<file path="src/rtl/bis_pkg.sv">
// Package for the bilinear image scaler: sizes, widths, register indexes, shared types.
// No dependencies.
`default_nettype none
package bis_pkg;
    localparam int MAX_SRC_WIDTH  = 512;
    localparam int MAX_SRC_HEIGHT = 512;
    localparam int FRAC_BITS      = 8;
    localparam int XW = $clog2(MAX_SRC_WIDTH);
    localparam int YW = $clog2(MAX_SRC_HEIGHT);
    localparam int AW = XW + YW;
    localparam int CW = 12;
    localparam int SWW = 10;
    localparam int DWW = 12;
    // dividend x*s*2^F fits CW+13+F bits; a divisor of 1 passes it through whole,
    // so the quotient needs the full dividend width
    localparam int NW = CW + 13 + FRAC_BITS;
    localparam int QW = NW;

    localparam logic [1:0] REG_SRC_W = 2'd0;
    localparam logic [1:0] REG_SRC_H = 2'd1;
    localparam logic [1:0] REG_DST_W = 2'd2;
    localparam logic [1:0] REG_DST_H = 2'd3;

    localparam logic FUNC_LOAD = 1'b0;
    localparam logic FUNC_CALC = 1'b1;

    typedef struct packed {
        logic          func;
        logic [CW-1:0] x;
        logic [CW-1:0] y;
        logic [23:0]   rgb;
    } item_t;

    typedef struct packed {
        logic [CW-1:0] x;
        logic [CW-1:0] y;
        logic [23:0]   rgb;
    } result_t;
endpackage
`default_nettype wire

</file>
<file path="src/rtl/bis_front.sv">
// Front part: configuration registers, input acceptance and load/compute classing.
// Depends on bis_pkg.
`default_nettype none
module bis_front (
    input  wire              clk,
    input  wire              rst_n,
    input  wire              cfg_valid,
    output logic             cfg_ready,
    input  wire  [1:0]       cfg_index,
    input  wire  [31:0]      cfg_data,
    input  wire              valid,
    output logic             stall,
    input  wire              func,
    input  wire  [11:0]      x_coord,
    input  wire  [11:0]      y_coord,
    input  wire  [7:0]       red_in,
    input  wire  [7:0]       green_in,
    input  wire  [7:0]       blue_in,
    input  wire              q_full,
    output logic             q_wr,
    output bis_pkg::item_t   q_data,
    output logic [9:0]       sw,
    output logic [9:0]       sh,
    output logic [11:0]      dw,
    output logic [11:0]      dh
);
    import bis_pkg::*;
    logic [SWW-1:0] src_w_reg, src_h_reg;
    logic [DWW-1:0] dst_w_reg, dst_h_reg;

    assign cfg_ready = 1'b1;
    assign stall     = q_full;
    assign q_wr      = valid && !q_full;
    assign q_data    = '{func: func, x: x_coord, y: y_coord,
                         rgb: {red_in, green_in, blue_in}};

    // clamp sizes to legal ranges
    always_comb
    begin
        if (src_w_reg == '0) sw = 10'd1;
        else if (src_w_reg > SWW'(MAX_SRC_WIDTH)) sw = SWW'(MAX_SRC_WIDTH);
        else sw = src_w_reg;
        if (src_h_reg == '0) sh = 10'd1;
        else if (src_h_reg > SWW'(MAX_SRC_HEIGHT)) sh = SWW'(MAX_SRC_HEIGHT);
        else sh = src_h_reg;
        dw = (dst_w_reg == '0) ? 12'd1 : dst_w_reg;
        dh = (dst_h_reg == '0) ? 12'd1 : dst_h_reg;
    end

    // write configuration registers
    always_ff @(posedge clk or negedge rst_n)
    begin
        if (!rst_n)
        begin
            src_w_reg <= 10'd512;
            src_h_reg <= 10'd512;
            dst_w_reg <= 12'd512;
            dst_h_reg <= 12'd512;
        end
        else if (cfg_valid)
        begin
            case (cfg_index)
                REG_SRC_W: src_w_reg <= cfg_data[SWW-1:0];
                REG_SRC_H: src_h_reg <= cfg_data[SWW-1:0];
                REG_DST_W: dst_w_reg <= cfg_data[DWW-1:0];
                REG_DST_H: dst_h_reg <= cfg_data[DWW-1:0];
                default: ;
            endcase
        end
    end
endmodule
`default_nettype wire

</file>
<file path="config.mk">
export PLATFORM = sky130hd
export DESIGN_NAME = bis_front
export DESIGN_NICKNAME = d
export VERILOG_FILES = /design/src/rtl/bis_pkg.sv /design/src/rtl/bis_front.sv
export SDC_FILE = /design/constraint.sdc
export NUM_CORES = 1
export LEC_CHECK = 0
export BUFFER_PORTS_ARGS = -buffer_cell sky130_fd_sc_hd__buf_2
export CAP_MARGIN = 5
export CORE_MARGIN = 3
export CORE_UTILIZATION = 40
export DETAILED_ROUTE_END_ITERATION = 10
export GPL_ROUTABILITY_DRIVEN = 0
export GPL_TIMING_DRIVEN = 0
export PLACE_DENSITY = 0.91
export RECOVER_POWER = 50
export SYNTH_ARGS = -nofsm -noshare
export SYNTH_HDL_FRONTEND = slang
export SYNTH_SLANG_ARGS = --single-unit
</file>
<file path="constraint.sdc">
create_clock -name clk -period 1.2 [get_ports clk]
set_input_delay 0.24 -clock clk [delete_from_list [all_inputs] [get_ports clk]]
set_output_delay 0.24 -clock clk [all_outputs]
set_load 0.02 [all_outputs]
</file>
==> run summary <==
The detail route stage leaves a number of antenna-violating nets equal to 0. In the routed design, unresolved DRC markers number 0. The die width came out at 82.5 microns.

The power dissipated by switching net loads is 1.79 mW. The HPWL after detailed placement is 4890 microns. The critical path data arrival time came out at 1350 ps.

In this run, the number of DRC markers left after iteration 0 of detailed routing was 39. Max-cap violations in this run came to 0. The CTS tree is yes. Summed over all cells, the static leakage comes to 1.66 nW.

Leaving out fill and tap cells, the most frequent cell in the layout is sky130_fd_sc_hd__buf_4. The sequential element share of the synthesized area is 47.3%. The worst setup path is captured at an output port. The number of hold buffers added after CTS was 0. The clock-pin transition on the worst setup and hold timing paths came out at 80 ps.

For this run, the detailed router's first-pass iteration total came to 4. The count of endpoints failing setup in the final report came out at 31. The cell-internal power came out at 3.66 mW. The post-layout instance count excluding filler cells is 409.

In this run the tightest slew margin relative to its limit is 29.0%. The number of warnings printed during yosys synthesis is 0. The share of total power dissipated in sequential elements is 37.5%.

Once routing completed, OpenROAD measured the worst setup slack at -393 ps. CTS placed an instance of sky130_fd_sc_hd__clkbuf_8 at the clock tree root. In this run, CTS created clock tree buffers numbering 5. In this run the worst hold path is classified as in -> async. The final number of hold-violating endpoints came to 0. The area growth from synthesis to layout is 51.6%. The number of antenna violations at the first check in global routing was 0. The overall track demand over capacity in global routing came out at 18.0%. The slew at the pin closest to its max-slew limit came out at 1070 ps. The minimum clock period after layout is 1590 ps. The peak fanout along the critical path is 2. The mean instance size in the synthesized netlist came out at 11.3 sq um.

The via count of the first global-routing pass is 1778. The area of the placeable core is 5570 sq um. The number of filler instances in the final layout came out at 482.

The total count of max-transition violations in the final report was 0. The final global-route overflow total came out at 0. The floorplan step defined a die boundary enclosing 6800 sq um. After detailed routing, the total wire length is 6710 microns. The detail-routed net length per standard cell is 16.4 microns. The total of flip-flops plus latches after synthesis came out at 44. The top-level I/O count is 184. The post-route netlist has 63.8% of its cells at a drive strength greater than 1. From bottom edge to top edge, the die measures 82.5 microns. The peak supply drop came out at 0.000991 V. The part of the power in combinational logic came out at 42.3%.

The worst setup path is of the reg -> out kind. The maximum clock frequency came out at 0.628 GHz. The final reports fail on setup timing. The count of input and output buffers is 113.

The initial utilization of the core area, before any placement, comes to 42.0%. The instance area at placement is 3000 sq um. Using the TritonRoute via totals, the vias-per-cell ratio works out to 4.57. The synthesized netlist occupies a cell area of 2340 sq um. The net count of the finished layout came out at 424. The power per unit of standard cell area is 1540 nW/um^2.

The maximum number of pins on one net before global-route repair is 45. The clock insertion delay at the later pin of the skew report came out at 290 ps. The post-placement cell count came out at 392. The final worst-path cycle share came out at 133%. Summed over all failing endpoints, the final setup total negative slack is -5890 ps. The H-tree depth is 2. The gate count of the mapped netlist came out at 207. The first global-routing pass estimated 8910 microns of wire. No sink is reached through more buffers than the 2 on the longest clock path. The number of standard-cell rows in the floorplan is 27. When the netlist entered floorplanning its net count stood at 295. The antenna cell count is 0. The flow ran to the end, but the final reports show violations. The total number of vias is 1870. The clock skew after layout is 0 ps. Setup repair after global routing could not meet its margin everywhere. The post-route standard cell area excluding fillers came out at 3550 sq um.

In the layout the commonest cells are sky130_fd_sc_hd__buf_4 (66), sky130_fd_sc_hd__clkbuf_1 (61), sky130_fd_sc_hd__mux2_2 (44). The portion of total power attributed to the clock network is 20.2%. The count of distinct cell types in the synthesized netlist came out at 16. STA puts the critical path data required time at 960 ps.

The total number of clock tree sinks came out at 44. STA classifies the critical path startpoint as a flop. The share of total power consumed by net switching is 32.8%.
[per-layer routing]
layer	global-route usage, %	vias to the layer above	wire length, microns
li1	-	876	-
met1	17.9	896	2250
met2	36.7	92	3870
met3	4.66	6	556
met4	3.32	0	35
met5	0	-	0
[worst max-delay path: stages, from the launching register on]
cell and delay [ps]:
sky130_fd_sc_hd__dfrtp_1 420, sky130_fd_sc_hd__nor4_4 320, sky130_fd_sc_hd__a31o_2 210, sky130_fd_sc_hd__buf_6 110
[timing repair]
action                                  CTS  global route
pin swaps                                 9             3
buffers inserted                          9             6
endpoints found under the setup margin   26            43
cloned                                    2             0
gates resized for setup                  39            79
hold endpoints to repair                  0             0
[cell usage after synthesis]
| cell | n | area [sq um] |
|---|---|---|
| sky130_fd_sc_hd__dfstp_2 | 4 | 105 |
| sky130_fd_sc_hd__clkbuf_1 | 26 | 97.6 |
| sky130_fd_sc_hd__mux2_2 | 44 | 495 |
| sky130_fd_sc_hd__nor4_1 | 8 | 50.1 |
| sky130_fd_sc_hd__buf_2 | 2 | 10.0 |
| sky130_fd_sc_hd__nand3_1 | 1 | 5.00 |
| sky130_fd_sc_hd__nand3b_1 | 2 | 15.0 |
| sky130_fd_sc_hd__conb_1 | 1 | 3.75 |
| sky130_fd_sc_hd__nor3_1 | 2 | 10.0 |
| sky130_fd_sc_hd__dfrtp_1 | 40 | 1000 |
| sky130_fd_sc_hd__nor3b_1 | 1 | 7.51 |
| sky130_fd_sc_hd__nor2b_1 | 17 | 106 |
| sky130_fd_sc_hd__nor2_1 | 2 | 7.51 |
| sky130_fd_sc_hd__buf_4 | 53 | 398 |
| sky130_fd_sc_hd__a21oi_1 | 2 | 10.0 |
| sky130_fd_sc_hd__a31o_2 | 2 | 17.5 |
[power groups by stage]
stage / combinational, mW / sequential, mW / clock (mW)
floorplan: 1.17 / 1.94 / 0
global placement: 1.65 / 2.00 / 0
detailed placement: 1.68 / 2.02 / 0
CTS: 1.94 / 2.01 / 1.12
global route: 2.46 / 2.08 / 1.18
finish: 2.30 / 2.05 / 1.10
[per-stage QoR]
| stage | utilization (%) | power (mW) | hold WS (ps) | setup WS [ps] |
|---|---|---|---|---|
| 2_1_floorplan | - | 3.12 | -55.6 | 14.6 |
| 4_1_cts | 59.6 | 5.07 | 121 | -388 |
| 3_3_place_gp | 53.8 | 3.65 | 423 | -167 |
| 5_1_grt | 63.6 | 5.71 | 191 | -489 |
| 6_report | 63.6 | 5.45 | 134 | -393 |
| 3_5_place_dp | 53.8 | 3.70 | 438 | -176 |
[worst paths after layout]
check,from,depth (start not counted),slack [ps],endpoint
min in group clk,cfg_data[10],2,200,dst_w_reg[10]
hold reg to reg,dst_w_reg[0],1,510,dst_w_reg[0]
max in group asynchronous,rst_n,1,410,dst_w_reg[8]
hold / removal,rst_n,1,130,dst_h_reg[8]
setup reg to reg,src_h_reg[9],3,190,src_h_reg[9]
setup / recovery,dst_h_reg[10],3,-390,dh[0]
[layout make-up]
| type | count | area, sq um | area share, % |
|---|---|---|---|
| tap | 72 | 90.1 | 2.54 |
| sequential | 44 | 1110 | 31.2 |
| clock buffer | 6 | 72.6 | 2.05 |
| multi-input combinational | 82 | 827 | 23.3 |
| timing repair buffer | 130 | 898 | 25.3 |
| clock inverter | 2 | 35.0 | 0.988 |
| buffer | 73 | 517 | 14.6 |
[logic make-up after synthesis]
| kind of cell | share of synthesized area [%] |
|---|---|
| and+or+nand+nor | 8.61 |
| AOI/OAI and AO/OA | 1.18 |
| muxes | 21.2 |
| other | 0.160 |
| DFF | 47.3 |
| buffers and inverters | 21.6 |
Note: power is estimated with default switching activity, not from simulation.
