## src/rtl/bis_pkg.sv

```systemverilog
// Package for the bilinear image scaler: sizes, widths, register indexes, shared types.
// No dependencies.
`default_nettype none
package bis_pkg;
    localparam int MAX_SRC_WIDTH  = 512;
    localparam int MAX_SRC_HEIGHT = 512;
    localparam int FRAC_BITS      = 8;
    localparam int XW = $clog2(MAX_SRC_WIDTH);
    localparam int YW = $clog2(MAX_SRC_HEIGHT);
    localparam int AW = XW + YW;
    localparam int CW = 12;
    localparam int SWW = 10;
    localparam int DWW = 12;
    // dividend x*s*2^F fits CW+13+F bits; a divisor of 1 passes it through whole,
    // so the quotient needs the full dividend width
    localparam int NW = CW + 13 + FRAC_BITS;
    localparam int QW = NW;

    localparam logic [1:0] REG_SRC_W = 2'd0;
    localparam logic [1:0] REG_SRC_H = 2'd1;
    localparam logic [1:0] REG_DST_W = 2'd2;
    localparam logic [1:0] REG_DST_H = 2'd3;

    localparam logic FUNC_LOAD = 1'b0;
    localparam logic FUNC_CALC = 1'b1;

    typedef struct packed {
        logic          func;
        logic [CW-1:0] x;
        logic [CW-1:0] y;
        logic [23:0]   rgb;
    } item_t;

    typedef struct packed {
        logic [CW-1:0] x;
        logic [CW-1:0] y;
        logic [23:0]   rgb;
    } result_t;
endpackage
`default_nettype wire

```

## src/rtl/bis_fifo.sv

```systemverilog
// Two-entry queue between the front and back parts of the scaler.
// Depends on bis_pkg.
`default_nettype none
module bis_fifo (
    input  wire            clk,
    input  wire            rst_n,
    input  wire            wr_en,
    input  bis_pkg::item_t wr_data,
    output logic           full,
    output logic           empty,
    input  wire            rd_en,
    output bis_pkg::item_t rd_data
);
    import bis_pkg::*;
    item_t      mem_reg [2];
    logic       wp_reg, rp_reg;
    logic [1:0] cnt_reg;

    assign full    = cnt_reg == 2'd2;
    assign empty   = cnt_reg == 2'd0;
    assign rd_data = mem_reg[rp_reg];

    // store entry
    always_ff @(posedge clk)
    begin
        if (wr_en)
            mem_reg[wp_reg] <= wr_data;
    end

    // advance pointers
    always_ff @(posedge clk or negedge rst_n)
    begin
        if (!rst_n)
        begin
            wp_reg  <= 1'b0;
            rp_reg  <= 1'b0;
            cnt_reg <= 2'd0;
        end
        else
        begin
            if (wr_en) wp_reg <= ~wp_reg;
            if (rd_en) rp_reg <= ~rp_reg;
            cnt_reg <= cnt_reg + {1'b0, wr_en} - {1'b0, rd_en};
        end
    end
endmodule
`default_nettype wire

```

## config.mk

```make
export PLATFORM = sky130hd
export DESIGN_NAME = bis_fifo
export DESIGN_NICKNAME = d
export VERILOG_FILES = /design/src/rtl/bis_pkg.sv /design/src/rtl/bis_fifo.sv
export SDC_FILE = /design/constraint.sdc
export NUM_CORES = 1
export LEC_CHECK = 0
export BUFFER_PORTS_ARGS = -buffer_cell sky130_fd_sc_hd__buf_2
export CORE_MARGIN = 3
export CORE_UTILIZATION = 50
export CTS_CLUSTER_SIZE = 16
export DETAILED_ROUTE_END_ITERATION = 10
export MAX_ROUTING_LAYER = met4
export PLACE_DENSITY_LB_ADDON = 0.05
export SYNTH_ARGS = -nofsm -noshare
export SYNTH_HDL_FRONTEND = slang
export SYNTH_SLANG_ARGS = --single-unit
```

## constraint.sdc

```tcl
create_clock -name clk -period 3.45 [get_ports clk]
set_input_delay 0.1725 -clock clk [delete_from_list [all_inputs] [get_ports clk]]
set_output_delay 0.1725 -clock clk [all_outputs]
set_load 0.02 [all_outputs]
```

==> impl_metrics.yaml, run 1 <==
status:
  status: "finished, final reports clean"
yosys:
  ys_top_cells_by_count: "edfxtp_1 (98), mux2_4 (49), buf_12 (5)"
  syn_area_sq_um: 3990
  ys_warn_count: 0
  async_flop_share_pct: 3.92
  syn_area_per_cell_sq_um: 23.7
  synthesis.nets: 223
  synth_edf_count: 98
  ys_top_cells_by_area: "edfxtp_1 (74%), mux2_4 (18%), buf_12 (2.5%)"
  yosysTopAreaCellShare_pct: 73.8
  syn_inst: 168
  yosysSeqAreaShare_pct: 76.3
  ys_ff_latch: 102
  ys.flop_type: "edfxtp_1"
  yosysMostFrequentCell: "edfxtp_1"
  synth_area_leader_cell: "edfxtp_1"
  ys_types: 12
timing:
  period_needed_ns: 2.13
  max_freq_mhz: 470
  rsz0062_at_grt: "no"
  setup_viol: 0
  slew_headroom_pct: 36.8
  finalHoldViolCount: 0
  fin_crit_sh_pct: 61.6
  setup_tns_ns: 0
  drv_slew: 0
  finClkSkew_ns: 0.00875
  worst_pin_slew_ns: 0.948
floorplan:
  start_util_pct: 53.3
  ios: 104
  die_w_um: 95.3
  die_h_um: 95.3
  coreArea_sq_um: 7490
  num_rows: 31
  dieArea_sq_um: 9080
layout:
  stdcell_area_sq_um: 5160
  largest_register_ffs: 98
  diodes: 0
  final_nets: 375
  final_cells: 424
  fillerInstances: 518
  area_growth_pct: 29.4
  drive_gt1_share_pct: 52.9
job:
  max_cap_viol_count: 0
cts:
  htreeDepth: 3
  clkLatencyLatePin_ns: 0.34
  clock-sinks: 102
  post-cts-setup-buffer-count: 0
  cts_root_buf: "clkbuf_8"
  path_clk_slew_ns: 0.09
  cts_tree: "done"
  cts_buffers: 9
  cts_resized: 0
  clockBufferDepth: 2
worst_setup_path:
  r2r-start: "wp_reg"
  reg2reg_depth: 2
  crit_chain: "mux2_4 > buf_2"
  crit_path_start: "rp_reg"
  cp_max_fo: 50
  endpoint_kind: "primary output"
  crit_cells: 2
  worst_path_largest_cell_delay_ns: 1.06
  ff2ff_setup_slack_ns: 1.62
  setup.worst_path.end: "rd_data[31]"
  cp.buffers_inverters: 1
  crit_type: "register to primary output"
  crit_slowest_cell: "dfrtp_4"
  arrival_ns: 1.95
  cp_top_family: "flip-flops"
  required_ns: 3.28
  cp-start-kind: "register"
  reg2reg_to: "mem_reg[1][47]"
drt:
  drt_pass1_iterations: 4
  routedWlPerCell_um: 15.0
  vias_per_cell: 4.67
  drt_wl_total_um: 6360
  vias: 1980
  drt_iter0_markers: 58
  drcViolationCount: 0
  ant_nets: 0
placed_design:
  dpl_cell_area_sq_um: 4540
  place_inst: 366
  port_buffers: 103
  gp_congestion: 0.690
  hpwl_um: 3900
power:
  power_density_nw_per_um2: 763
  vdd_drop_max_uv: 526
  p_leak_uw: 0.00212
  p_total_uw: 3940
hold_path:
  hp-class: "input port to register"
grt:
  grt_overflow: 0
  antenna_found_initial: 0
  grt_max_degree: 51
  grt_use_total_pct: 15.0
  grt_pass1_wl_um: 9680
  grt_pass1_vias: 2017
-- cells in the final DEF, fill, tap and decap left out --
master         count
dlygate4sd3_1     42
clkbuf_8          10
bufinv_16          1
xor3_1             1
xor2_1             2
clkbuf_1           1
nor2b_1            1
inv_1              2
buf_4              2
dfrtp_4            1
edfxtp_1          98
nor2_1             1
dfrtp_1            3
and2_2             1
buf_2            103
clkinv_2           2
mux2_4            49
nor2b_4            1
clkinvlp_4         1
ha_1               2
inv_6              1
-- worst min path at each step --
stage                 from        endpoint  slack (ns)  cells past startpoint
2_1_floorplan        rst_n      cnt_reg[0]       -0.12                      0
3_3_place_gp         rst_n      cnt_reg[0]       -0.02                      1
3_5_place_dp         rst_n      cnt_reg[0]       -0.01                      1
4_1_cts        wr_data[37]  mem_reg[1][37]      0.0008                      1
5_1_grt        wr_data[44]  mem_reg[0][44]       0.001                      1
6_report       wr_data[37]  mem_reg[1][37]        0.03                      1
-- routing by layer --
| metal | vias up | wire, um | GRT usage, % | part of all wire (%) |
|---|---|---|---|---|
| li1 | 960 | - | - | - |
| met1 | 945 | 2680 | 17.9 | 42 |
| met2 | 63 | 3230 | 23.9 | 51 |
| met3 | 12 | 313 | 3.00 | 4.9 |
| met4 | 0 | 141 | 8.41 | 2.2 |
| met5 | - | 0 | - | 0 |
-- cell type report --
cell class / instances / area (sq um) / area share (%)
timing repair buffer: 147 / 951 / 18.4
multi-input combinational: 58 / 833 / 16.1
tap: 99 / 124 / 2.40
clock buffer: 11 / 141 / 2.74
clock inverter: 5 / 56.3 / 1.09
inverter: 2 / 7.51 / 0.145
sequential: 102 / 3050 / 59.0
-- report_power, final --
part	switching, uW	leakage (uW)	internal [uW]
Clock	372	0.0000997	356
Sequential	226	0.000965	1650
Combinational	645	0.00106	692
-- metrics by stage --
| step | util [%] | worst slack, ns | hold slack, ns |
|---|---|---|---|
| final | 68.9 | 1.32 | 0.0254 |
| after global routing | 68.9 | 1.25 | 0.00110 |
| after CTS | 68.9 | 1.28 | 0.000792 |
| after detailed placement | 60.7 | 1.59 | -0.0145 |
| after global placement | 60.7 | 1.61 | -0.0167 |
| after floorplan | - | 0.400 | -0.123 |
-- cells by family after synthesis --
group	count (synthesis)	share of synthesized area [%]
flops	102	76.3
mux	49	18.5
buf+inv	8	2.98
simple gates	4	0.565
xor+xnor	3	1.04
fa+ha+maj	2	0.628
-- timing repair --
action | in CTS | in global routing
endpoints found under the setup margin | 0 | 0
endpoints found under the hold margin | 82 | 0
hold buffers | 42 | 0
No activity file was read; power rests on OpenSTA's default activity.
==> run 2, diff against run 1 <==
clock period = 2.1 ns   (was 3.45 ns; I/O delays follow)
==> run 2 against run 1 <==
Compared with the run above:
- clock skew fell by 0.0025 ns
- register-to-register slack worse by 0.80 ns
- final cell count increased by 3.3%
- utilization up 2.3 points
- critical path depth grew 1
- combinational power rose by 87%
- setup slack lost 1.1 ns
- clock-buffer cell count up 1
- largest power group unchanged
==> impl_metrics.yaml, run 2 (synthesis gave the netlist of run 1 again) <==
status:
  status: "finished, final reports clean"
worst_setup_path:
  crit_cells: 3
  reg2reg_to: "mem_reg[1][10]"
  cp_max_fo: 25
  cp.buffers_inverters: 2
  ff2ff_setup_slack_ns: 0.82
  crit_slowest_cell: "dfrtp_4"
  worst_path_largest_cell_delay_ns: 0.65
  cp_top_family: "flip-flops"
  endpoint_kind: "primary output"
  required_ns: 2.00
  crit_type: "register to primary output"
  r2r-start: "wp_reg"
  reg2reg_depth: 2
  arrival_ns: 1.77
  cp-start-kind: "register"
  crit_chain: "buf_12 > mux2_4 > buf_2"
power:
  vdd_drop_max_uv: 813
  internal_power_uw: 4600
  swShare_pct: 31.3
  p_leak_uw: 0.00220
  seqPwrFrac_pct: 43.4
  power_density_nw_per_um2: 1250
  comb_power_share_pct: 37.5
  p_clk_share_pct: 19.1
  switchingPower_uw: 2090
floorplan:
  coreArea_sq_um: 7490
  die_w_um: 95.3
  start_util_pct: 53.3
  num_rows: 31
  ios: 104
  dieArea_sq_um: 9080
  die_h_um: 95.3
cts:
  htreeDepth: 3
  path_clk_slew_ns: 0.09
  cts_root_buf: "clkbuf_8"
  clock-sinks: 102
  cts_buffers: 9
  clockBufferDepth: 2
  clkLatencyLatePin_ns: 0.35
  cts_tree: "done"
drt:
  ant_nets: 0
  drt_iter0_markers: 60
  vias: 2073
  drt_wl_total_um: 6840
  routedWlPerCell_um: 15.6
  vias_per_cell: 4.73
  drcViolationCount: 0
  drt_pass1_iterations: 4
grt:
  grt_pass1_vias: 2216
  grt_pass1_wl_um: 10400
  grt_max_degree: 51
  antenna_found_initial: 0
  grt_use_total_pct: 15.9
  grt_overflow: 0
layout:
  drive_gt1_share_pct: 51.3
  final_cells: 438
  largest_register_ffs: 98
  final_nets: 389
  diodes: 0
  area_growth_pct: 33.8
  mostFrequentLayoutCell: "buf_2"
  mostFrequentLayoutCells: "buf_2 (103), edfxtp_1 (98), dlygate4sd3_1 (52), mux2_4 (49), clkbuf_8 (9)"
timing:
  finalHoldViolCount: 0
  worst_pin_slew_ns: 0.384
  max_freq_mhz: 532
  slew_headroom_pct: 74.4
  finClkSkew_ns: 0.00626
  setup_viol: 0
  fin_crit_sh_pct: 89.5
  period_needed_ns: 1.88
  drv_slew: 0
  setup_tns_ns: 0
  rsz0062_at_grt: "no"
job:
  max_cap_viol_count: 0
placed_design:
  hpwl_um: 4000
  place_inst: 368
  gp_congestion: 0.651
  port_buffers: 103
hold_path:
  hp-class: "input port to async pin"
## run 2: worst reg2reg max path, delay by kind of cell (launching register included)
kind          cells  cell delay, ns
buf+inv           1            0.32
simple gates      1            0.18
flops             1            0.43
## run 2: metal layers
layer / track usage [%] / share of wire (%) / up-vias
met2: 27.2 / 51 / 69
li1: - / - / 987
met1: 18.6 / 43 / 1007
met5: - / 0 / -
met4: 6.49 / 1.4 / 0
met3: 2.76 / 4.4 / 10
## run 2: what timing repair did
| action | CTS | global route |
|---|---|---|
| buffers inserted | 0 | 2 |
| setup endpoints to repair | 0 | 49 |
| resized for setup | 0 | 0 |
| hold buffers | 52 | 0 |
| hold endpoints to repair | 104 | 0 |
## run 2: metrics by stage
step,cell area (sq um),power [uW],utilization (%),hold WS (ns),worst slack (ns)
6_report,5330,6690,71.2,0.107,0.221
5_1_grt,5330,7020,71.2,0.121,0.159
3_5_place_dp,4560,5320,60.9,-0.0763,0.395
4_1_cts,5290,6680,70.6,0.0589,0.00135
3_3_place_gp,4560,5300,60.9,-0.0830,0.394
2_1_floorplan,3990,4850,-,-0.191,0.0896
## run 2: cell type report
class / instances / area (sq um)
Inverter: 2 / 7.51
Tap cell: 99 / 124
Fill cell: 494 / 2150
Timing Repair Buffer: 161 / 1110
Sequential cell: 102 / 3050
Clock inverter: 4 / 72.6
Multi-Input combinational cell: 58 / 833
Clock buffer: 12 / 135
## run 2: worst max path at each step
stage | startpoint | endpoint | slack, ns
after global placement | rp_reg | rd_data[44] | 0.39
after CTS | rp_reg | rd_data[44] | 0.001
after floorplan | wp_reg | mem_reg[1][0] | 0.09
final | rp_reg | rd_data[22] | 0.22
after global routing | rp_reg | rd_data[22] | 0.16
after detailed placement | rp_reg | rd_data[44] | 0.39
## run 2: power groups by stage
stage	Sequential (uW)	Combinational, uW	Clock [uW]
floorplan	2840	2010	0
CTS	3090	2270	1320
global placement	3120	2180	0
detailed placement	3130	2180	0
global route	2950	2670	1400
finish	2910	2510	1280
==> run 3, diff against run 2 <==
clock period = 2.05 ns   (was 2.1 ns; I/O delays follow)
==> run 3 against run 2 <==
Compared with the run above:
- sequential cell count stayed put
- critical path depth stayed put
- setup slack worse by 0.034 ns
- sequential power is 2% higher
- clock skew is 0.0012 ns higher
- final cell count stayed put
- sequential share of layout area is 0.39 points higher
- clock power is 13% lower
- total power is 0.32% lower
- routed wire length is 1.9% higher
==> impl_metrics.yaml, run 3 (synthesis gave the netlist of run 1 again) <==
status:
  status: "finished, final reports clean"
worst_setup_path:
  endpoint_kind: "primary output"
  worst_path_largest_cell_delay_ns: 0.64
  crit_chain: "buf_12 > mux2_4 > buf_2"
  ff2ff_setup_slack_ns: 0.72
  crit_type: "register to primary output"
  crit_slowest_cell: "dfrtp_4"
  arrival_ns: 1.76
  cp-start-kind: "register"
  required_ns: 1.95
  cp_max_fo: 25
layout:
  final_util_pct: 70.8
  mostFrequentLayoutCell: "buf_2"
  area_growth_pct: 32.9
  final_nets: 389
  drive_gt1_share_pct: 51.9
  fillerInstances: 502
  mostFrequentLayoutCells: "buf_2 (103), edfxtp_1 (98), dlygate4sd3_1 (52), mux2_4 (49), clkbuf_8 (9)"
  diodes: 0
  largest_register_ffs: 98
drt:
  drt_pass1_iterations: 4
  vias_per_cell: 4.74
  drt_wl_total_um: 6960
  vias: 2076
  drt_iter0_markers: 82
  drcViolationCount: 0
  ant_nets: 0
  routedWlPerCell_um: 15.9
placed_design:
  port_buffers: 103
  hpwl_um: 4030
  gp_congestion: 0.646
floorplan:
  die_h_um: 95.3
  coreArea_sq_um: 7490
  num_rows: 31
  ios: 104
  start_util_pct: 53.3
  die_w_um: 95.3
  dieArea_sq_um: 9080
timing:
  setup_tns_ns: 0
  rsz0062_at_grt: "no"
  finClkSkew_ns: 0.00746
  finalHoldViolCount: 0
  drv_slew: 0
  setup_viol: 0
  slew_headroom_pct: 71.6
  worst_pin_slew_ns: 0.426
  max_freq_mhz: 537
  period_needed_ns: 1.86
  fin_crit_sh_pct: 90.9
cts:
  clkLatencyLatePin_ns: 0.35
  cts_tree: "done"
  htreeDepth: 3
  path_clk_slew_ns: 0.09
  cts_buffers: 9
  clock-sinks: 102
  clockBufferDepth: 2
  cts_root_buf: "clkbuf_8"
  cts_resized: 0
hold_path:
  hp-class: "input port to async pin"
grt:
  grt_pass1_wl_um: 10800
  grt_max_degree: 32
  grt_pass1_vias: 2182
  grt_overflow: 0
  antenna_found_initial: 0
  grt_use_total_pct: 16.6
power:
  p_leak_uw: 0.00219
  power_density_nw_per_um2: 1260
  vdd_drop_max_uv: 761
job:
  max_cap_viol_count: 0
[run 3: cell count changes in the layout (fill, tap and decap cells not counted), sizes merged]
cell,delta
clkinv,+2
inv,+3
bufinv,-2
clkbuf,-3
[run 3: layout make-up]
class	instances	area, sq um	area share, %
flip-flops and latches	102	3050	57.5
clock inverters	7	47.5	0.898
multi-input cells	58	833	15.7
repair buffers	161	1110	21.0
well taps	99	124	2.34
clock buffers	9	124	2.34
inverters	2	7.51	0.142
[run 3: per-layer routing]
| metal | part of all wire, % | GRT usage, % | up-vias | wire (um) |
|---|---|---|---|---|
| met5 | 0 | - | - | 0 |
| met4 | 1.9 | 6.13 | 0 | 131 |
| met2 | 52 | 27.6 | 69 | 3590 |
| li1 | - | - | 989 | - |
| met3 | 4.3 | 2.68 | 13 | 301 |
| met1 | 42 | 20.5 | 1005 | 2940 |
[run 3: per-stage QoR]
stage | std cells | power [uW] | hold WS, ns | worst slack, ns | cell area, sq um
after floorplan | 168 | 4970 | -0.193 | 0.0396 | 3990
after global placement | 368 | 5420 | -0.0855 | 0.340 | 4560
after detailed placement | 368 | 5450 | -0.0867 | 0.344 | 4560
after CTS | 438 | 6750 | 0.0600 | 0.159 | 5300
after global routing | 438 | 7010 | 0.0790 | 0.110 | 5300
final | 438 | 6670 | 0.0832 | 0.187 | 5300
[run 3: what timing repair did]
action,CTS,global route
hold buffers,52,0
endpoints found under the setup margin,49,0
endpoints found under the hold margin,104,0
buffers inserted,2,0
[run 3: power breakdown]
group,switching [uW],internal (uW)
clock network,677,447
registers,202,2770
logic,1320,1250
total,2200,4470
[run 3: critical path, delay by kind of cell (launching register included)]
family | cells | cell delay (ns)
buffers and inverters | 2 | 0.43
flip-flops | 1 | 0.64
multiplexers | 1 | 0.32
[run 3: path summary, 6_finish.rpt]
path / endpoint / start / depth (start not counted)
max: rd_data[15] / rp_reg / 3
min: cnt_reg[0] / rst_n / 2
max reg2reg: mem_reg[1][36] / wp_reg / 2
min reg2reg: wp_reg / wp_reg / 1
max in group asynchronous: rp_reg / rst_n / 2
min in group clk: mem_reg[1][28] / wr_data[28] / 2
